`src/rtl/mmps_pkg.sv`:
```
// Shared types and constants for the multimap pair store.
// Used by mmps_cell and multimap_pair_store; depends on nothing else.
package mmps_pkg;

  // store geometry
  localparam int PairCapacity = 64;
  localparam int IdxW         = (PairCapacity > 1) ? $clog2(PairCapacity) : 1;
  localparam int CntW         = 7;
  localparam int DataW        = 32;

  // stream payload widths
  localparam int InTdataW  = 72;
  localparam int OutTdataW = 48;

  // command codes
  localparam logic [1:0] CmdAdd    = 2'd0;
  localparam logic [1:0] CmdRemove = 2'd1;
  localparam logic [1:0] CmdSearch = 2'd2;

  // status codes
  localparam logic [1:0] StatOk       = 2'd0;
  localparam logic [1:0] StatNotFound = 2'd1;
  localparam logic [1:0] StatFull     = 2'd2;

  // sequencer states
  typedef enum logic [1:0] {
    StIdle,
    StScan,
    StFinish,
    StResult
  } state_e;

  // control broadcast to every cell of the chain
  typedef struct packed {
    logic            shift;
    logic            compact;
    logic [IdxW-1:0] drop_idx;
  } cell_ctrl_t;

endpackage

```
`src/rtl/mmps_cell.sv`:
```
// One slot of the pair chain: holds a key and a value and loads from its
// neighbor on a rotate step or a compaction step. Depends on mmps_pkg.
module mmps_cell (
  input  logic                        clk_i,
  input  mmps_pkg::cell_ctrl_t        ctrl_i,
  input  logic [mmps_pkg::IdxW-1:0]   idx_i,
  input  logic [mmps_pkg::DataW-1:0]  key_i,
  input  logic [mmps_pkg::DataW-1:0]  value_i,
  output logic [mmps_pkg::DataW-1:0]  key_o,
  output logic [mmps_pkg::DataW-1:0]  value_o
);
  import mmps_pkg::*;

  logic [DataW-1:0] key_q;
  logic [DataW-1:0] value_q;
  logic             load;

  // rotate moves every cell, compaction only cells at or behind the removed slot
  assign load = ctrl_i.shift | (ctrl_i.compact & (idx_i >= ctrl_i.drop_idx));

  // slot storage
  always_ff @(posedge clk_i) begin
    if (load) begin
      key_q   <= key_i;
      value_q <= value_i;
    end
  end

  assign key_o   = key_q;
  assign value_o = value_q;

endmodule

```
`src/rtl/multimap_pair_store.sv`:
```
// Multimap pair store: a chain of key/value slots scanned by rotation.
// Depends on mmps_pkg and mmps_cell.
//
// Requests enter on the s_axis channel (cmd, key, value), one at a time:
// s_axis_tready is high only while no request is in progress. Results
// leave on the m_axis channel; m_axis_tlast marks the final result of
// a request.
// Add, remove and search rotate the whole slot chain once past a single
// compare point at its head, one slot per cycle while no search match is
// stalled by the output; a finish step and a result step follow the scan.
// An add into a full store and an unused command skip the scan and go
// straight to the result step.
// A search that finds several values holds each back until the scan passes
// the next match, then sends it through the output register.
// When the receiver stalls, the output register holds its result and the
// scan pauses if a further match needs it; no result is lost.
// Reset empties the store (pair and key counts to zero) and drops any
// request in progress; slot contents are not cleared.
module multimap_pair_store (
  input  logic                              clk_i,
  input  logic                              rst_ni,
  input  logic                              s_axis_tvalid,
  output logic                              s_axis_tready,
  // cmd [1:0], key [33:2], value [65:34], zero fill [71:66]
  input  logic [mmps_pkg::InTdataW-1:0]     s_axis_tdata,
  output logic                              m_axis_tvalid,
  input  logic                              m_axis_tready,
  // status [1:0], found_value [33:2], pair_total [40:34], distinct_keys [47:41]
  output logic [mmps_pkg::OutTdataW-1:0]    m_axis_tdata,
  output logic                              m_axis_tlast
);
  import mmps_pkg::*;

  localparam logic [IdxW-1:0] LastStep = IdxW'(PairCapacity - 1);
  localparam logic [CntW-1:0] FullCnt  = CntW'(PairCapacity);

  state_e state_q, state_d;

  logic [IdxW-1:0]  step_q, step_d;
  logic [1:0]       cmd_q, cmd_d;
  logic [DataW-1:0] key_q, key_d;
  logic [DataW-1:0] val_q, val_d;
  logic [CntW-1:0]  pair_cnt_q, pair_cnt_d;
  logic [CntW-1:0]  key_cnt_q, key_cnt_d;
  logic             seen_q, seen_d;
  logic             hit_q, hit_d;
  logic [IdxW-1:0]  hit_idx_q, hit_idx_d;
  logic             other_q, other_d;
  logic             skip_q, skip_d;
  logic             pend_valid_q, pend_valid_d;
  logic [DataW-1:0] pend_val_q, pend_val_d;

  logic             out_valid_q, out_valid_d;
  logic [1:0]       out_status_q, out_status_d;
  logic [DataW-1:0] out_value_q, out_value_d;
  logic             out_last_q, out_last_d;
  logic [CntW-1:0]  out_pairs_q, out_pairs_d;
  logic [CntW-1:0]  out_keys_q, out_keys_d;

  logic [1:0]       in_cmd;
  logic [DataW-1:0] in_key;
  logic [DataW-1:0] in_val;

  cell_ctrl_t       ctrl;
  logic [DataW-1:0] tail_key, tail_val;
  logic [DataW-1:0] cell_key [PairCapacity];
  logic [DataW-1:0] cell_val [PairCapacity];
  logic [DataW-1:0] head_key, head_val;
  logic             in_range, kmatch, vmatch, out_free, stall;

  // unpack request
  assign in_cmd = s_axis_tdata[1:0];
  assign in_key = s_axis_tdata[33:2];
  assign in_val = s_axis_tdata[65:34];

  // slot chain: each cell loads from the one behind it, the tail from the head
  for (genvar i = 0; i < PairCapacity; i++) begin : g_cell
    logic [DataW-1:0] nxt_key, nxt_val;
    if (i == PairCapacity - 1) begin : g_tail
      assign nxt_key = tail_key;
      assign nxt_val = tail_val;
    end else begin : g_body
      assign nxt_key = cell_key[i+1];
      assign nxt_val = cell_val[i+1];
    end
    mmps_cell u_cell (
      .clk_i   (clk_i),
      .ctrl_i  (ctrl),
      .idx_i   (IdxW'(i)),
      .key_i   (nxt_key),
      .value_i (nxt_val),
      .key_o   (cell_key[i]),
      .value_o (cell_val[i])
    );
  end

  // compare point at the head of the chain
  assign head_key = cell_key[0];
  assign head_val = cell_val[0];
  assign in_range = CntW'(step_q) < pair_cnt_q;
  assign kmatch   = head_key == key_q;
  assign vmatch   = head_val == val_q;
  assign out_free = !out_valid_q || m_axis_tready;
  assign stall    = (cmd_q == CmdSearch) && in_range && kmatch && pend_valid_q && !out_free;

  // state register
  always_ff @(posedge clk_i or negedge rst_ni) begin
    if (!rst_ni) begin
      state_q <= StIdle;
    end else begin
      state_q <= state_d;
    end
  end

  // control registers
  always_ff @(posedge clk_i or negedge rst_ni) begin
    if (!rst_ni) begin
      pair_cnt_q   <= '0;
      key_cnt_q    <= '0;
      pend_valid_q <= 1'b0;
      out_valid_q  <= 1'b0;
      step_q       <= '0;
      seen_q       <= 1'b0;
      hit_q        <= 1'b0;
      other_q      <= 1'b0;
      skip_q       <= 1'b0;
    end else begin
      pair_cnt_q   <= pair_cnt_d;
      key_cnt_q    <= key_cnt_d;
      pend_valid_q <= pend_valid_d;
      out_valid_q  <= out_valid_d;
      step_q       <= step_d;
      seen_q       <= seen_d;
      hit_q        <= hit_d;
      other_q      <= other_d;
      skip_q       <= skip_d;
    end
  end

  // payload registers
  always_ff @(posedge clk_i) begin
    cmd_q        <= cmd_d;
    key_q        <= key_d;
    val_q        <= val_d;
    hit_idx_q    <= hit_idx_d;
    pend_val_q   <= pend_val_d;
    out_status_q <= out_status_d;
    out_value_q  <= out_value_d;
    out_last_q   <= out_last_d;
    out_pairs_q  <= out_pairs_d;
    out_keys_q   <= out_keys_d;
  end

  // sequencer: next state, chain control and result generation
  always_comb begin
    state_d      = state_q;
    step_d       = step_q;
    cmd_d        = cmd_q;
    key_d        = key_q;
    val_d        = val_q;
    pair_cnt_d   = pair_cnt_q;
    key_cnt_d    = key_cnt_q;
    seen_d       = seen_q;
    hit_d        = hit_q;
    hit_idx_d    = hit_idx_q;
    other_d      = other_q;
    skip_d       = skip_q;
    pend_valid_d = pend_valid_q;
    pend_val_d   = pend_val_q;
    out_valid_d  = out_valid_q && !m_axis_tready;
    out_status_d = out_status_q;
    out_value_d  = out_value_q;
    out_last_d   = out_last_q;
    out_pairs_d  = out_pairs_q;
    out_keys_d   = out_keys_q;
    ctrl         = '0;
    tail_key     = head_key;
    tail_val     = head_val;

    case (state_q)
      StIdle: begin
        if (s_axis_tvalid) begin
          cmd_d        = in_cmd;
          key_d        = in_key;
          val_d        = in_val;
          step_d       = '0;
          seen_d       = 1'b0;
          hit_d        = 1'b0;
          other_d      = 1'b0;
          pend_valid_d = 1'b0;
          if ((in_cmd inside {CmdRemove, CmdSearch}) ||
              ((in_cmd == CmdAdd) && (pair_cnt_q < FullCnt))) begin
            skip_d  = 1'b0;
            state_d = StScan;
          end else begin
            skip_d  = 1'b1;
            state_d = StResult;
          end
        end
      end

      StScan: begin
        if (!stall) begin
          ctrl.shift = 1'b1;
          step_d     = step_q + 1'b1;
          case (cmd_q)
            CmdAdd: begin
              // new pair drops into the first free slot as it passes the tail
              if (CntW'(step_q) == pair_cnt_q) begin
                tail_key = key_q;
                tail_val = val_q;
              end
              if (in_range && kmatch) begin
                seen_d = 1'b1;
              end
            end
            CmdRemove: begin
              if (in_range && kmatch && vmatch && !hit_q) begin
                hit_d     = 1'b1;
                hit_idx_d = step_q;
              end else if (in_range && kmatch) begin
                other_d = 1'b1;
              end
            end
            CmdSearch: begin
              // hold one match back so the final one can carry last
              if (in_range && kmatch) begin
                if (pend_valid_q) begin
                  out_valid_d  = 1'b1;
                  out_status_d = StatOk;
                  out_value_d  = pend_val_q;
                  out_last_d   = 1'b0;
                  out_pairs_d  = pair_cnt_q;
                  out_keys_d   = key_cnt_q;
                end
                pend_valid_d = 1'b1;
                pend_val_d   = head_val;
              end
            end
            default: begin
            end
          endcase
          if (step_q == LastStep) begin
            state_d = StFinish;
          end
        end
      end

      StFinish: begin
        if (cmd_q == CmdAdd) begin
          pair_cnt_d = pair_cnt_q + 1'b1;
          if (!seen_q) begin
            key_cnt_d = key_cnt_q + 1'b1;
          end
        end else if ((cmd_q == CmdRemove) && hit_q) begin
          // close the gap left by the removed pair
          ctrl.compact  = 1'b1;
          ctrl.drop_idx = hit_idx_q;
          pair_cnt_d    = pair_cnt_q - 1'b1;
          if (!other_q && (key_cnt_q != '0)) begin
            key_cnt_d = key_cnt_q - 1'b1;
          end
        end
        state_d = StResult;
      end

      StResult: begin
        if (out_free) begin
          out_valid_d  = 1'b1;
          out_last_d   = 1'b1;
          out_value_d  = '0;
          out_pairs_d  = pair_cnt_q;
          out_keys_d   = key_cnt_q;
          out_status_d = StatNotFound;
          case (cmd_q)
            CmdAdd: begin
              out_status_d = skip_q ? StatFull : StatOk;
            end
            CmdRemove: begin
              out_status_d = hit_q ? StatOk : StatNotFound;
            end
            CmdSearch: begin
              if (pend_valid_q) begin
                out_status_d = StatOk;
                out_value_d  = pend_val_q;
              end
            end
            default: begin
              out_status_d = StatNotFound;
            end
          endcase
          pend_valid_d = 1'b0;
          state_d      = StIdle;
        end
      end

      default: begin
        state_d = StIdle;
      end
    endcase
  end

  // ports
  assign s_axis_tready = (state_q == StIdle);
  assign m_axis_tvalid = out_valid_q;
  assign m_axis_tdata  = {out_keys_q, out_pairs_q, out_value_q, out_status_q};
  assign m_axis_tlast  = out_last_q;

  // checks
  a_pair_bound: assert property (@(posedge clk_i) disable iff (!rst_ni)
    pair_cnt_q <= FullCnt)
    else $error("pair count above capacity");

  a_key_bound: assert property (@(posedge clk_i) disable iff (!rst_ni)
    key_cnt_q <= pair_cnt_q)
    else $error("more distinct keys than pairs");

  a_idle_clean: assert property (@(posedge clk_i) disable iff (!rst_ni)
    (state_q == StIdle) |-> !pend_valid_q)
    else $error("search match left pending while idle");

  a_hit_remove: assert property (@(posedge clk_i) disable iff (!rst_ni)
    ((state_q != StIdle) && hit_q) |-> (cmd_q == CmdRemove))
    else $error("removal hit recorded for another command");

  a_compact_once: assert property (@(posedge clk_i) disable iff (!rst_ni)
    (state_q == StFinish) |=> (state_q == StResult))
    else $error("finish step not followed by result");

endmodule
```
`config.mk`:
```
export PLATFORM = sky130hd
export DESIGN_NAME = multimap_pair_store
export DESIGN_NICKNAME = d
export VERILOG_FILES = /design/src/rtl/mmps_pkg.sv /design/src/rtl/mmps_cell.sv /design/src/rtl/multimap_pair_store.sv
export SDC_FILE = /design/constraint.sdc
export NUM_CORES = 2
export LEC_CHECK = 0
export ABC_AREA = 1
export BUFFER_PORTS_ARGS = -buffer_cell sky130_fd_sc_hd__buf_2
export CAP_MARGIN = 0
export CORE_MARGIN = 2
export CORE_UTILIZATION = 26
export DETAILED_ROUTE_END_ITERATION = 10
export PLACE_DENSITY = 0.42
export SYNTH_ARGS = -nofsm -noshare
export SYNTH_HDL_FRONTEND = slang
export SYNTH_HIERARCHICAL = 1
export SYNTH_SLANG_ARGS = --single-unit
```
`constraint.sdc`:
```
create_clock -name clk_i -period 10.6 [get_ports clk_i]
set_input_delay 0.53 -clock clk_i [delete_from_list [all_inputs] [get_ports clk_i]]
set_output_delay 0.53 -clock clk_i [all_outputs]
set_load 0.02 [all_outputs]
```
==> flow_summary.yaml <==
routing:
  drc: 0
  wl_per_cell_um: 18.3
  dr.pass1.iters: 6
  vias_per_cell: 3.81
  drt_wl_total_um: 298000
  drt_iter0_markers: 4891
  ant_nets: 0
  dr_total_vias: 62200
finish:
  final_common_cell: "edfxtp_1"
  layout.nets: 8980
  fin_cells: 16300
  final_cell_mix: "edfxtp_1 (4249), nand2_1 (1138), inv_1 (946), clkbuf_16 (444), ha_1 (405)"
  fin_util: 0.309
  synthToLayoutAreaGrowth_pct: 18.4
  drive_above_1_share: 0.110
setup_path:
  crit_path_top_delay_cell: "nand2_2"
  crit_chain: "ha_1, nand2_1, nor2_1, nand2_1, nand2_1, nor2_2, inv_2, nor2_4, nand2_2, nand2_4, inv_2, buf_4, inv_1, nand2_2, buf_4"
  critPathBufInv: 5
  critPathCaptureType: "register"
  crit_family: "simple AND/OR/NAND/NOR gates"
  worstPathArrival_ps: 5770
  path_class: "reg2reg"
  start_kind: "register"
  cpMostUsedCell: "nand2_1"
  critPathMaxStageDelay_ps: 750
  crit_cells: 15
  crit_path_max_fanout: 33
  worstPathRequired_ps: 11160
  r2r_cells: 15
sta:
  drv_slew: 2
  setup_slack_ps: 5390
  fmax_mhz: 192
  rsz0062_at_grt: "false"
  tns_ps: 0
  max_slew_margin: -0.100
  worstMarginPinSlew_ps: 1630
  timing.final.crit_share: 0.491
  fin_worst_skew_ps: 80.0
  fin_crit_ps: 5210
  hold_viol_final: 0
  setup_viol: 0
yosys:
  yosysWarnings: 6
  avgSynthCellArea_um2: 19.5
  syn-cell-area_um2: 145000
  ys_seq_area_frac: 0.886
  synth.distinct_cells: 42
  synth_cells: 7430
  ys_ff_latch: 4277
status:
  status: "finished, violations left"
  violations: "capacitance limit, slew limit"
global_routing:
  grt_pass1_wl_um: 433000
  antenna_found_initial: 33
  grtUsageTotal: 0.104
  grt_max_degree: 88
  grt.overflow.total: 0
  grt_pass1_vias: 64700
placed_design:
  place.gp.congestion: 0.839
  dp_slack_ps: 5170
  place_inst: 15400
  port_buffers: 120
  hpwl_um: 183000
clocking:
  clockBufferDepth: 4
  post_cts_buffers: 0
  clkTransAtPathRegs_ps: 60
  cts_root_buf: "clkbuf_16"
  cts_tree: "done"
  cts_num_sinks: 4277
  hold_buffers: 69
  cts_buffers: 439
  post_cts_resized: 0
  clk_latency_ps: 980
  htree_levels: 5
die:
  core_area_um2: 556000
  pin_count: 127
  fp.dieArea_um2: 563000
  die_w_um: 750
  die_h_um: 750
  start_util: 0.261
  rows: 274
job:
  drv_cap: 1
pwr:
  power_density_nw_per_um2: 285
  ir_drop_mv: 0.161
  totalPowerFinal_mw: 48.9
  p_leak_nw: 56.2
hold_path:
  hold_class: "in2async"
==> metrics by stage <==
step,hold slack (ps),cell area [µm²]
floorplan,234,146000
global placement,400,157000
detailed placement,405,157000
CTS,100,171000
global route,172,171000
finish,192,172000
==> state kept, by name (all words and copies together), names as in the netlist <==
| signal | count |
|---|---|
| other_q | 1 |
| skip_q | 1 |
| g_cell.u_cell/key_o | 2048 |
| val_q | 32 |
| pend_valid_q | 1 |
| g_cell.u_cell/value_o | 2048 |
| state_q | 2 |
| pair_cnt_q | 7 |
| pend_val_q | 32 |
| hit_q | 1 |
| out_pairs_q | 7 |
| seen_q | 1 |
| out_keys_q | 7 |
| key_q | 32 |
| hit_idx_q | 6 |
| out_status_q | 2 |
| m_axis_tlast | 1 |
| out_value_q | 32 |
| cmd_q | 2 |
| m_axis_tvalid | 1 |
| step_q | 6 |
| key_cnt_q | 7 |
==> layout make-up <==
cell class / count / area [µm²]
Sequential cell: 4277 / 128000
Clock buffer: 558 / 11500
Tap cell: 7452 / 9320
Clock inverter: 244 / 2240
Fill cell: 53600 / 384000
Multi-Input combinational cell: 2527 / 14400
Antenna cell: 4 / 10.0
Inverter: 967 / 3630
Timing Repair Buffer: 284 / 2030
==> cell usage after synthesis <==
cell type	count	area, µm²
clkbuf_1	22	82.6
conb_1	2	7.51
nand3_1	17	85.1
a21oi_1	18	90.1
o2111ai_1	2	17.5
inv_2	18	67.6
xnor2_1	11	96.3
edfxtp_1	4249	128000
nor3_1	6	30.0
nand2_4	2	22.5
buf_1	4	15.0
nor2_1	156	586
a21oi_2	64	561
fa_1	2	40.0
ha_1	406	5080
nand2_1	1202	4510
nand4_4	2	42.5
inv_1	948	3560
o21ai_2	1	8.76
a31oi_1	3	18.8
a21o_1	1	7.51
nor2_2	3	18.8
o211ai_1	1	7.51
xor2_1	17	149
nand3_4	1	17.5
nand2_2	3	18.8
mux2_4	5	75.1
o21ai_0	161	806
nor3b_2	1	12.5
nand3_2	1	10.0
nor3_4	2	32.5
clkinv_1	1	3.75
or2_2	3	18.8
nor2_4	2	22.5
buf_2	7	35.0
o22ai_1	10	62.6
nor4_1	1	6.26
dfrtp_1	28	701
o21ai_1	20	100
mux2_2	5	56.3
nand4_1	14	87.6
buf_6	8	90.1
==> cells by family after synthesis <==
kind of cell / count (synthesis) / share of synthesized area
and+or+nand+nor: 1416 / 0.0381
DFF: 4277 / 0.886
muxes: 10 / 0.000907
other: 2 / 0.0000518
AOI/OAI and AO/OA: 281 / 0.0116
adders and majority gates: 408 / 0.0353
xor gates and xnor gates: 28 / 0.00169
buffers and inverters: 1008 / 0.0266
==> path summary, 6_finish.rpt <==
check	endpoint	slack, ps	startpoint
max	g_cell[33].u_cell/value_o[1]	5390	step_q[5]
min	pair_cnt_q[1]	190	rst_ni
max reg2reg	g_cell[33].u_cell/value_o[1]	5390	step_q[5]
min reg2reg	g_cell[32].u_cell/key_o[16]	370	g_cell[33].u_cell/key_o[16]
max in group asynchronous	step_q[4]	9860	rst_ni
min in group clk_i	val_q[18]	270	s_axis_tdata[52]
==> power breakdown <==
group	leakage [nW]	internal [mW]	switching, mW
combinational	12.7	0.656	5.07
sequential	36.8	26.8	1.66
clock	6.67	8.45	6.30
total	56.2	35.9	13.0
==> per-layer routing <==
metal / track usage / vias to the layer above / routed length (µm)
met4: 0.0278 / 2 / 7560
met1: 0.136 / 31700 / 130000
li1: - / 28600 / -
met3: 0.0175 / 508 / 14200
met2: 0.179 / 1304 / 147000
met5: 0 / - / 13
(Power assumes the default switching activity.)
